[config.mk]
export PLATFORM = sky130hd
export DESIGN_NAME = dual_encoder_speed_position
export DESIGN_NICKNAME = d
export VERILOG_FILES = /design/src/hdl/desp_pkg.sv /design/src/hdl/desp_ctrl.sv /design/src/hdl/desp_datapath.sv /design/src/hdl/dual_encoder_speed_position.sv
export SDC_FILE = /design/constraint.sdc
export NUM_CORES = 2
export LEC_CHECK = 0
export ABC_AREA = 1
export BUFFER_PORTS_ARGS = -buffer_cell sky130_fd_sc_hd__buf_2
export CORE_MARGIN = 10
export CORE_UTILIZATION = 45
export DETAILED_ROUTE_END_ITERATION = 6
export MAX_ROUTING_LAYER = met4
export PLACE_DENSITY_LB_ADDON = 0.25
export SETUP_SLACK_MARGIN = 0.1
export SYNTH_ARGS = -nofsm -noshare
export SYNTH_HDL_FRONTEND = slang
export SYNTH_SLANG_ARGS = --single-unit
[constraint.sdc]
create_clock -name i_clk -period 14.1 [get_ports i_clk]
set_input_delay 1.41 -clock i_clk [delete_from_list [all_inputs] [get_ports i_clk]]
set_output_delay 1.41 -clock i_clk [all_outputs]
set_load 0.02 [all_outputs]
[src/hdl/desp_pkg.sv]
// Package for the dual encoder speed and position block.
// Holds register indexes, reset values, scaling constants and the controller command struct.
// Used by desp_ctrl, desp_datapath and dual_encoder_speed_position.
package desp_pkg;

    localparam int COUNT_WIDTH_DEF = 32;

    localparam int ADDR_WIDTH = 4;
    localparam int DATA_WIDTH = 32;

    localparam logic [1:0] REG_PULSES_PER_REV     = 2'd0;
    localparam logic [1:0] REG_SAMPLES_PER_SECOND = 2'd1;
    localparam logic [1:0] REG_INVERT_ONE         = 2'd2;
    localparam logic [1:0] REG_INVERT_TWO         = 2'd3;

    localparam logic [15:0] PPR_RESET    = 16'd600;
    localparam logic [9:0]  SPS_RESET    = 10'd10;
    localparam logic        INV_ONE_RESET = 1'b0;
    localparam logic        INV_TWO_RESET = 1'b1;

    localparam logic [15:0] SECONDS_PER_MINUTE = 16'd60;
    localparam logic [15:0] DEGREES_PER_REV    = 16'd360;

    localparam int QUO_BITS  = 15;
    localparam int PROD_BITS = 48;

    localparam logic [1:0] JOB_RPM_ONE      = 2'd0;
    localparam logic [1:0] JOB_RPM_TWO      = 2'd1;
    localparam logic [1:0] JOB_POSITION_ONE = 2'd2;
    localparam logic [1:0] JOB_POSITION_TWO = 2'd3;

    localparam logic [15:0] SAT_POS = 16'h7FFF;
    localparam logic [15:0] SAT_NEG = 16'h8000;

    typedef struct packed {
        logic       accept;
        logic       load;
        logic       mul;
        logic       chk;
        logic       div_step;
        logic       write;
        logic       clear_period;
        logic       out_load;
        logic [1:0] job;
    } t_dp_cmd;

endpackage

[src/hdl/desp_ctrl.sv]
// Controller state machine for the dual encoder speed and position block.
// Sequences the shared multiply and divide unit and drives the request handshakes.
// Depends on desp_pkg.
module desp_ctrl
    import desp_pkg::*;
(
    input  logic    i_clk,
    input  logic    i_rst_n,
    input  logic    i_in_valid,
    input  logic    i_cmd,
    input  logic    i_out_stall,
    output logic    o_in_stall,
    output logic    o_out_valid,
    output t_dp_cmd o_dp_cmd
);

    localparam logic [2:0] S_IDLE  = 3'd0;
    localparam logic [2:0] S_LOAD  = 3'd1;
    localparam logic [2:0] S_MUL   = 3'd2;
    localparam logic [2:0] S_CHK   = 3'd3;
    localparam logic [2:0] S_DIV   = 3'd4;
    localparam logic [2:0] S_WRITE = 3'd5;
    localparam logic [2:0] S_DONE  = 3'd6;

    localparam logic [3:0] LAST_STEP = 4'(QUO_BITS - 1);

    logic [2:0] r_state, n_state;
    logic [1:0] r_job, n_job;
    logic [3:0] r_step, n_step;
    logic       r_out_valid, n_out_valid;
    logic       accept;
    logic       out_load;

    assign accept   = (r_state == S_IDLE) && i_in_valid;
    assign out_load = (r_state == S_DONE) && (!r_out_valid || !i_out_stall);

    always_comb begin
        n_state = r_state;
        n_job   = r_job;
        n_step  = r_step;
        case (r_state)
            S_IDLE: begin
                if (i_in_valid) begin
                    n_job   = i_cmd ? JOB_RPM_ONE : JOB_POSITION_ONE;
                    n_state = S_LOAD;
                end
            end
            S_LOAD: begin
                n_state = S_MUL;
            end
            S_MUL: begin
                n_state = S_CHK;
            end
            S_CHK: begin
                n_step  = 4'd0;
                n_state = S_DIV;
            end
            S_DIV: begin
                if (r_step == LAST_STEP) begin
                    n_state = S_WRITE;
                end else begin
                    n_step = r_step + 4'd1;
                end
            end
            S_WRITE: begin
                if (r_job == JOB_POSITION_TWO) begin
                    n_state = S_DONE;
                end else begin
                    n_job   = r_job + 2'd1;
                    n_state = S_LOAD;
                end
            end
            S_DONE: begin
                if (out_load) begin
                    n_state = S_IDLE;
                end
            end
            default: begin
                n_state = S_IDLE;
            end
        endcase
    end

    always_comb begin
        if (out_load) begin
            n_out_valid = 1'b1;
        end else if (r_out_valid && !i_out_stall) begin
            n_out_valid = 1'b0;
        end else begin
            n_out_valid = r_out_valid;
        end
    end

    always_ff @(posedge i_clk) begin
        if (!i_rst_n) begin
            r_state     <= S_IDLE;
            r_job       <= JOB_RPM_ONE;
            r_step      <= 4'd0;
            r_out_valid <= 1'b0;
        end else begin
            r_state     <= n_state;
            r_job       <= n_job;
            r_step      <= n_step;
            r_out_valid <= n_out_valid;
        end
    end

    assign o_in_stall  = (r_state != S_IDLE);
    assign o_out_valid = r_out_valid;

    always_comb begin
        o_dp_cmd              = '0;
        o_dp_cmd.accept       = accept;
        o_dp_cmd.load         = (r_state == S_LOAD);
        o_dp_cmd.mul          = (r_state == S_MUL);
        o_dp_cmd.chk          = (r_state == S_CHK);
        o_dp_cmd.div_step     = (r_state == S_DIV);
        o_dp_cmd.write        = (r_state == S_WRITE);
        o_dp_cmd.clear_period = (r_state == S_WRITE) && (r_job == JOB_RPM_TWO);
        o_dp_cmd.out_load     = out_load;
        o_dp_cmd.job          = r_job;
    end

endmodule

[src/hdl/desp_datapath.sv]
// Datapath for the dual encoder speed and position block.
// Holds the counters, latched speeds, shared multiply and serial divide, and output registers.
// Depends on desp_pkg and the commands of desp_ctrl.
module desp_datapath
    import desp_pkg::*;
#(
    parameter int COUNT_WIDTH = COUNT_WIDTH_DEF
) (
    input  logic        i_clk,
    input  logic        i_rst_n,
    input  t_dp_cmd     i_dp_cmd,
    input  logic        i_cmd,
    input  logic [1:0]  i_edge_pin,
    input  logic        i_other_level,
    input  logic [15:0] i_pulses_per_rev,
    input  logic [9:0]  i_samples_per_second,
    input  logic        i_invert_one,
    input  logic        i_invert_two,
    output logic [15:0] o_speed_one,
    output logic [15:0] o_speed_two,
    output logic [15:0] o_position_one,
    output logic [15:0] o_position_two,
    output logic [31:0] o_count_one,
    output logic [31:0] o_count_two
);

    localparam logic [COUNT_WIDTH-1:0] CNT_ONE = COUNT_WIDTH'(1);

    logic [COUNT_WIDTH-1:0] r_period_one, r_period_two;
    logic [COUNT_WIDTH-1:0] r_total_one, r_total_two;
    logic [15:0]            r_rpm_one, r_rpm_two;
    logic [15:0]            r_ang_one, r_ang_two;

    logic                   r_neg;
    logic                   r_big;
    logic [31:0]            r_mag;
    logic [15:0]            r_factor;
    logic [PROD_BITS-1:0]   r_prod;
    logic                   r_zero;
    logic                   r_sat;
    logic [15:0]            r_rem;
    logic [QUO_BITS-1:0]    r_low;
    logic [QUO_BITS-1:0]    r_quo;

    logic [15:0] r_out_speed_one, r_out_speed_two;
    logic [15:0] r_out_position_one, r_out_position_two;
    logic [31:0] r_out_count_one, r_out_count_two;

    logic                   step_en;
    logic                   step_one;
    logic                   step_up;
    logic [COUNT_WIDTH-1:0] step_delta;
    logic [COUNT_WIDTH-1:0] sel_val;
    logic                   sel_neg;
    logic [COUNT_WIDTH-1:0] sel_mag;
    logic [31:0]            mag_low;
    logic                   mag_big;
    logic [15:0]            factor;
    logic [16:0]            div_trial;
    logic [16:0]            div_diff;
    logic                   div_bit;
    logic [15:0]            result;
    logic [15:0]            quo_ext;
    logic [31:0]            count_one_sat, count_two_sat;

    assign step_en    = i_dp_cmd.accept && !i_cmd && !i_other_level;
    assign step_one   = !i_edge_pin[1];
    assign step_up    = !i_edge_pin[0] ^ (step_one ? i_invert_one : i_invert_two);
    assign step_delta = step_up ? CNT_ONE : ~CNT_ONE + CNT_ONE;

    always_comb begin
        case (i_dp_cmd.job)
            JOB_RPM_ONE:      sel_val = r_period_one;
            JOB_RPM_TWO:      sel_val = r_period_two;
            JOB_POSITION_ONE: sel_val = r_total_one;
            default:          sel_val = r_total_two;
        endcase
    end

    assign sel_neg = sel_val[COUNT_WIDTH-1];
    assign sel_mag = sel_neg ? (~sel_val + CNT_ONE) : sel_val;
    assign factor  = (i_dp_cmd.job == JOB_RPM_ONE || i_dp_cmd.job == JOB_RPM_TWO)
                   ? 16'(16'(i_samples_per_second) * SECONDS_PER_MINUTE)
                   : DEGREES_PER_REV;

    generate
        if (COUNT_WIDTH < 32) begin : g_narrow
            assign mag_low = {{(32 - COUNT_WIDTH){1'b0}}, sel_mag};
            assign mag_big = 1'b0;
            assign count_one_sat = {{(32 - COUNT_WIDTH){r_period_one[COUNT_WIDTH-1]}},
                                    r_period_one};
            assign count_two_sat = {{(32 - COUNT_WIDTH){r_period_two[COUNT_WIDTH-1]}},
                                    r_period_two};
        end else if (COUNT_WIDTH == 32) begin : g_exact
            assign mag_low       = sel_mag;
            assign mag_big       = 1'b0;
            assign count_one_sat = r_period_one;
            assign count_two_sat = r_period_two;
        end else begin : g_wide
            logic [COUNT_WIDTH-32:0] hi_one, hi_two;
            assign mag_low = sel_mag[31:0];
            assign mag_big = |sel_mag[COUNT_WIDTH-1:32];
            assign hi_one  = r_period_one[COUNT_WIDTH-1:31];
            assign hi_two  = r_period_two[COUNT_WIDTH-1:31];
            assign count_one_sat = ((&hi_one) || !(|hi_one)) ? r_period_one[31:0]
                                 : (r_period_one[COUNT_WIDTH-1] ? 32'h8000_0000
                                                                : 32'h7FFF_FFFF);
            assign count_two_sat = ((&hi_two) || !(|hi_two)) ? r_period_two[31:0]
                                 : (r_period_two[COUNT_WIDTH-1] ? 32'h8000_0000
                                                                : 32'h7FFF_FFFF);
        end
    endgenerate

    assign div_trial = {r_rem, r_low[QUO_BITS-1]};
    assign div_diff  = div_trial - {1'b0, i_pulses_per_rev};
    assign div_bit   = (div_trial >= {1'b0, i_pulses_per_rev});
    assign quo_ext   = {1'b0, r_quo};

    always_comb begin
        if (r_zero) begin
            result = 16'd0;
        end else if (r_sat) begin
            result = r_neg ? SAT_NEG : SAT_POS;
        end else if (r_neg) begin
            result = ~quo_ext + 16'd1;
        end else begin
            result = quo_ext;
        end
    end

    always_ff @(posedge i_clk) begin
        if (!i_rst_n) begin
            r_period_one <= '0;
            r_period_two <= '0;
            r_total_one  <= '0;
            r_total_two  <= '0;
            r_rpm_one    <= '0;
            r_rpm_two    <= '0;
        end else begin
            if (step_en && step_one) begin
                r_period_one <= r_period_one + step_delta;
                r_total_one  <= r_total_one + step_delta;
            end
            if (step_en && !step_one) begin
                r_period_two <= r_period_two + step_delta;
                r_total_two  <= r_total_two + step_delta;
            end
            if (i_dp_cmd.clear_period) begin
                r_period_one <= '0;
                r_period_two <= '0;
            end
            if (i_dp_cmd.write && i_dp_cmd.job == JOB_RPM_ONE) begin
                r_rpm_one <= result;
            end
            if (i_dp_cmd.write && i_dp_cmd.job == JOB_RPM_TWO) begin
                r_rpm_two <= result;
            end
        end
    end

    always_ff @(posedge i_clk) begin
        if (i_dp_cmd.load) begin
            r_neg    <= sel_neg;
            r_mag    <= mag_low;
            r_big    <= mag_big;
            r_factor <= factor;
        end
        if (i_dp_cmd.mul) begin
            r_prod <= PROD_BITS'(r_mag) * PROD_BITS'(r_factor);
        end
        if (i_dp_cmd.chk) begin
            r_zero <= (r_factor == '0) || (!r_big && (r_mag == '0));
            r_sat  <= r_big || (r_prod >= {17'd0, i_pulses_per_rev, 15'd0});
            r_rem  <= r_prod[30:15];
            r_low  <= r_prod[QUO_BITS-1:0];
            r_quo  <= '0;
        end
        if (i_dp_cmd.div_step) begin
            r_rem <= div_bit ? div_diff[15:0] : div_trial[15:0];
            r_low <= {r_low[QUO_BITS-2:0], 1'b0};
            r_quo <= {r_quo[QUO_BITS-2:0], div_bit};
        end
        if (i_dp_cmd.write && i_dp_cmd.job == JOB_POSITION_ONE) begin
            r_ang_one <= result;
        end
        if (i_dp_cmd.write && i_dp_cmd.job == JOB_POSITION_TWO) begin
            r_ang_two <= result;
        end
        if (i_dp_cmd.out_load) begin
            r_out_speed_one    <= r_rpm_one;
            r_out_speed_two    <= r_rpm_two;
            r_out_position_one <= r_ang_one;
            r_out_position_two <= r_ang_two;
            r_out_count_one    <= count_one_sat;
            r_out_count_two    <= count_two_sat;
        end
    end

    assign o_speed_one    = r_out_speed_one;
    assign o_speed_two    = r_out_speed_two;
    assign o_position_one = r_out_position_one;
    assign o_position_two = r_out_position_two;
    assign o_count_one    = r_out_count_one;
    assign o_count_two    = r_out_count_two;

endmodule

[src/hdl/dual_encoder_speed_position.sv]
// Top level of the dual quadrature encoder speed and position block.
// Holds the configuration registers and joins desp_ctrl with desp_datapath.
// Depends on desp_pkg, desp_ctrl and desp_datapath.
//
// Usage: each input request is either a pin edge event (i_cmd low) or a sample
// tick (i_cmd high). It is taken when i_in_valid is high and o_in_stall is low.
// Every request yields exactly one result request on o_out_valid, carrying both
// latched speeds, both angles and both period counts after the update.
// An edge event needs two scalings and a sample tick four, run one after the
// other on the shared multiplier and the one-bit-per-cycle divider; each
// scaling steps through load, multiply, range check, 15 divide steps and
// write. The next request can be taken in the cycle after the result is
// loaded into the output register. One request is worked on at a time; the
// next is taken while a finished result still waits in the output register.
// If the receiver stalls, the result holds and a second finished result waits
// inside until the register is free.
// Reset clears counts, totals and speeds and restores the register defaults.
// Configuration is to be written over the APB port while the block is idle; the
// block itself does not enforce this.
module dual_encoder_speed_position
    import desp_pkg::*;
#(
    parameter int COUNT_WIDTH = COUNT_WIDTH_DEF
) (
    input  logic                  i_clk,
    input  logic                  i_rst_n,
    input  logic                  i_in_valid,
    output logic                  o_in_stall,
    input  logic                  i_cmd,
    input  logic [1:0]            i_edge_pin,
    input  logic                  i_other_level,
    output logic                  o_out_valid,
    input  logic                  i_out_stall,
    output logic signed [15:0]    o_speed_one,
    output logic signed [15:0]    o_speed_two,
    output logic signed [15:0]    o_position_one,
    output logic signed [15:0]    o_position_two,
    output logic signed [31:0]    o_count_one,
    output logic signed [31:0]    o_count_two,
    input  logic                  psel,
    input  logic                  penable,
    input  logic                  pwrite,
    input  logic [ADDR_WIDTH-1:0] paddr,
    input  logic [DATA_WIDTH-1:0] pwdata,
    output logic [DATA_WIDTH-1:0] prdata,
    output logic                  pready
);

    logic [15:0] r_pulses_per_rev;
    logic [9:0]  r_samples_per_second;
    logic        r_invert_one;
    logic        r_invert_two;
    logic        cfg_write;
    logic [1:0]  cfg_index;
    t_dp_cmd     dp_cmd;

    assign pready    = 1'b1;
    assign cfg_write = psel && penable && pwrite && pready;
    assign cfg_index = paddr[3:2];

    always_ff @(posedge i_clk) begin
        if (!i_rst_n) begin
            r_pulses_per_rev     <= PPR_RESET;
            r_samples_per_second <= SPS_RESET;
            r_invert_one         <= INV_ONE_RESET;
            r_invert_two         <= INV_TWO_RESET;
        end else if (cfg_write) begin
            case (cfg_index)
                REG_PULSES_PER_REV:     r_pulses_per_rev     <= pwdata[15:0];
                REG_SAMPLES_PER_SECOND: r_samples_per_second <= pwdata[9:0];
                REG_INVERT_ONE:         r_invert_one         <= pwdata[0];
                REG_INVERT_TWO:         r_invert_two         <= pwdata[0];
                default: begin
                end
            endcase
        end
    end

    always_comb begin
        case (cfg_index)
            REG_PULSES_PER_REV:     prdata = {16'd0, r_pulses_per_rev};
            REG_SAMPLES_PER_SECOND: prdata = {22'd0, r_samples_per_second};
            REG_INVERT_ONE:         prdata = {31'd0, r_invert_one};
            REG_INVERT_TWO:         prdata = {31'd0, r_invert_two};
            default:                prdata = '0;
        endcase
    end

    desp_ctrl u_ctrl (
        .i_clk       (i_clk),
        .i_rst_n     (i_rst_n),
        .i_in_valid  (i_in_valid),
        .i_cmd       (i_cmd),
        .i_out_stall (i_out_stall),
        .o_in_stall  (o_in_stall),
        .o_out_valid (o_out_valid),
        .o_dp_cmd    (dp_cmd)
    );

    desp_datapath #(
        .COUNT_WIDTH (COUNT_WIDTH)
    ) u_datapath (
        .i_clk                (i_clk),
        .i_rst_n              (i_rst_n),
        .i_dp_cmd             (dp_cmd),
        .i_cmd                (i_cmd),
        .i_edge_pin           (i_edge_pin),
        .i_other_level        (i_other_level),
        .i_pulses_per_rev     (r_pulses_per_rev),
        .i_samples_per_second (r_samples_per_second),
        .i_invert_one         (r_invert_one),
        .i_invert_two         (r_invert_two),
        .o_speed_one          (o_speed_one),
        .o_speed_two          (o_speed_two),
        .o_position_one       (o_position_one),
        .o_position_two       (o_position_two),
        .o_count_one          (o_count_one),
        .o_count_two          (o_count_two)
    );

    a_no_result_after_accept: assert property (
        @(posedge i_clk) disable iff (!i_rst_n)
        (i_in_valid && !o_in_stall) |=> !$rose(o_out_valid)
    ) else $error("A result appeared one cycle after a request was taken.");

    a_ready_on_result: assert property (
        @(posedge i_clk) disable iff (!i_rst_n)
        $rose(o_out_valid) |-> !o_in_stall
    ) else $error("The block was not ready for a request when a result was issued.");

    a_stall_until_result: assert property (
        @(posedge i_clk) disable iff (!i_rst_n)
        (i_in_valid && !o_in_stall) |=> o_in_stall
    ) else $error("A second request was taken before the first one finished.");

endmodule

==> impl_metrics.toml <==
[min_path]
timing.hold.worst.class = "reg -> reg"

[synth]
netlist_area_um2 = 46900
synthTopCellsByCount = "sky130_fd_sc_hd__nand2_1, sky130_fd_sc_hd__inv_1, sky130_fd_sc_hd__nor2_1"
synth.avg_cell_area_um2 = 7.31
ys_seq_area_frac = 0.276
synth_warn = 0
synthDistinctLibCells = 50
synth.top_cell.area_share = 0.191
synth_area_leader_cell = "sky130_fd_sc_hd__edfxtp_1"
dominantRegCellSynth = "sky130_fd_sc_hd__edfxtp_1"
asyncSetResetFlopFracSynth = 0
synth_cells = 6414
number_of_register_bits_inferred_by_synthesis = 497
netlist_top_cells_area = "sky130_fd_sc_hd__edfxtp_1, sky130_fd_sc_hd__fa_1, sky130_fd_sc_hd__nand2_1, sky130_fd_sc_hd__inv_1, sky130_fd_sc_hd__ha_1"
synth.most_common_cell = "sky130_fd_sc_hd__nand2_1"
synth-edff-count = 299

[critical_path]
critical_path.max_fanout = 15
slowest_stage = "sky130_fd_sc_hd__edfxtp_1"
critical_path.most_common_cell = "sky130_fd_sc_hd__fa_1"
setup.worst_path.end_class = "flop"
required_ps = 14480
critPathArrivalTime_ps = 6670
critical_path_s_largest_stage_delay_ps = 870
worstSetupPathType = "reg -> reg"
critical_path.startpoint_type = "flop"
crit_chain = "nand2_1 > fa_1 > inv_1 > fa_1 > inv_1 > fa_1 > inv_1 > fa_1 > fa_1 > inv_1 > fa_1 > inv_1 > ha_1 > nand2_1 > o21ai_0 > a21oi_1 > o21ai_0 > nand2_1 > nand3_1 > nand2_1"

[layout]
num-nets-final = 7275
drive_gt1_frac = 0.0536
post_layout_nonfiller_instances = 7933
fillers = 10300
syn_to_layout_area_delta_pct = 8.91
finish.utilization = 0.493

[placed_design]
numPlacedInstances = 7824
routabilityCongestion = 0.967
numPortBuffers = 174
hpwl_um = 107000

[detailed_routing]
met1Wirelength_um = 61500
routed_wire_length_per_instance_um = 17.3
wl_um = 137000
route.detailed.drc = 0
detailroute.wirelength.met2_um = 64000
met3RoutedLength_um = 8180
viasPerCell = 5.05
maxUsedRoutingLayer = "met4"
antenna_left = 0
route.vias.total = 40100
detailedRoute.firstPassIterationCount = 6
dr.first_iter.drc_count = 2871

[timing]
finalWorstPathRequiredPeriod_ps = 6290
timing.clock.skew_ps = 32.5
timing.hold.ws_ps = 416
final.period_utilization = 0.446
grt_setup_unrepaired = "no"
slew_headroom = 0.179
report.final.setup_viol = 0
tightestPinTransition_ps = 1230
timing_max_transition_violations_final = 0
max_freq_ghz = 0.159
hold_viol_final = 0
summed_negative_setup_slack_over_all_endpoints_ps = 0

[die]
fp-row-count = 118
pin_count = 210
core_footprint_um2 = 103000
floorplan.initialDensity = 0.453
floorplan.die_area_um2 = 118000
height_of_the_die_um = 343
die-width_um = 343

[grt]
grt_use_total = 0.238
largest_net_degree_at_the_start_of_global_routing = 85
antenna_found_initial = 4
grt_first_pass_wirelength_um = 216000
first_global_vias = 38900
global_route.overflow_total = 0

[cts]
clock_tree.buffer_depth = 3
tritoncts = "done"
holdBufCountCts = 0
insertion_delay_ps = 650
htree_levels = 2
post-cts-setup-buffer-count = 0
ctsResizeCount = 0
cts-buffers-inserted = 57
root_buffer = "sky130_fd_sc_hd__clkbuf_16"
cts.sink_count = 497
clk_pin_slew_ps = 70

[flow_run]
timing.max_cap.violations = 0

[status]
status = "finished clean"
state kept, by name (all words and copies together), names as in the netlist, 15 cells and up:
register                   cells
u_datapath.count_one_sat      32
u_datapath.r_ang_one          16
u_datapath.r_rpm_one          16
u_datapath.o_position_two     16
u_datapath.o_count_one        32
u_datapath.r_total_one        32
u_datapath.count_two_sat      32
u_datapath.o_position_one     16
u_datapath.r_ang_two          16
u_datapath.r_rem              16
u_datapath.r_quo              15
u_datapath.r_total_two        32
u_datapath.o_speed_one        16
u_datapath.o_speed_two        16
u_datapath.o_count_two        32
u_datapath.r_mag              32
u_datapath.r_rpm_two          16
r_pulses_per_rev              16
u_datapath.r_prod             46
critical path: cells and delay by family, from the launching register on:
| kind | cells | cell delay, ps |
|---|---|---|
| adder cells (fa/ha/maj) | 7 | 3420 |
| AO/OA/AOI/OAI | 3 | 900 |
| flip-flops | 1 | 870 |
| AND/OR/NAND/NOR | 5 | 610 |
| buffers and inverters | 5 | 260 |
stage by stage:
step                      instance area (um2)  worst slack, ps
after floorplan                         46900             6660
after detailed placement                49000             7800
after global placement                  49000             7910
after CTS                               51100             7830
final                                   51100             7810
after global routing                    51100             7470
cells in the final DEF, fill, tap and decap left out, types with 198 or more instances in the layout:
master | synthesis | final
sky130_fd_sc_hd__nand2_1 | 1882 | 1879
sky130_fd_sc_hd__inv_1 | 1377 | 1376
sky130_fd_sc_hd__nor2_1 | 573 | 567
sky130_fd_sc_hd__fa_1 | 381 | 381
sky130_fd_sc_hd__ha_1 | 344 | 344
sky130_fd_sc_hd__edfxtp_1 | 299 | 299
sky130_fd_sc_hd__a21oi_1 | 275 | 275
sky130_fd_sc_hd__nand3_1 | 270 | 270
sky130_fd_sc_hd__o21ai_0 | 214 | 214
sky130_fd_sc_hd__dfxtp_1 | 198 | 198
cell families (layout without fill, tap and decap cells):
family                     Yosys count  in the layout  synth area share
DFF                                497            497             0.276
AOI/OAI and AO/OA                  615            615            0.0720
other                                2             18          0.000160
xor gates and xnor gates           115            115            0.0215
buffers and inverters             1574           1697             0.129
and+or+nand+nor                   2886           2886             0.246
adders and majority gates          725            725             0.254
worst paths after layout:
kind                                                    startpoint                                 endpoint  slack (ps)  cells after the start
worst max-delay path                 u_datapath.r_mag[6]$_DFFE_PP_          u_datapath.r_prod[39]$_DFFE_PP_        7810                     20
worst min-delay path            u_datapath.r_ang_one[10]$_DFFE_PP_  u_datapath.o_position_one[10]$_DFFE_PP_         420                      0
worst max register to register       u_datapath.r_mag[6]$_DFFE_PP_          u_datapath.r_prod[39]$_DFFE_PP_        7810                     20
worst min register to register  u_datapath.r_ang_one[10]$_DFFE_PP_  u_datapath.o_position_one[10]$_DFFE_PP_         420                      0
layer usage:
layer,up-vias,global-route usage
met2,1096,0.390
met5,-,-
li1,19800,-
met4,0,0.0600
met1,19000,0.312
met3,187,0.0263
area by class of cell:
| type | count | area [um2] | area share |
|---|---|---|---|
| antenna | 1 | 2.50 | 0.0000490 |
| clock buffer | 63 | 1490 | 0.0292 |
| clock inverter | 45 | 599 | 0.0117 |
| inverter | 1382 | 5190 | 0.102 |
| multi-input combinational | 4358 | 28000 | 0.548 |
| sequential | 497 | 12900 | 0.253 |
| tap | 1380 | 1730 | 0.0338 |
| timing repair buffer | 207 | 1120 | 0.0219 |
Power is left out: the tool's default activity adds up to more than one toggle a clock period on the data nets, which glitch-free logic cannot reach.
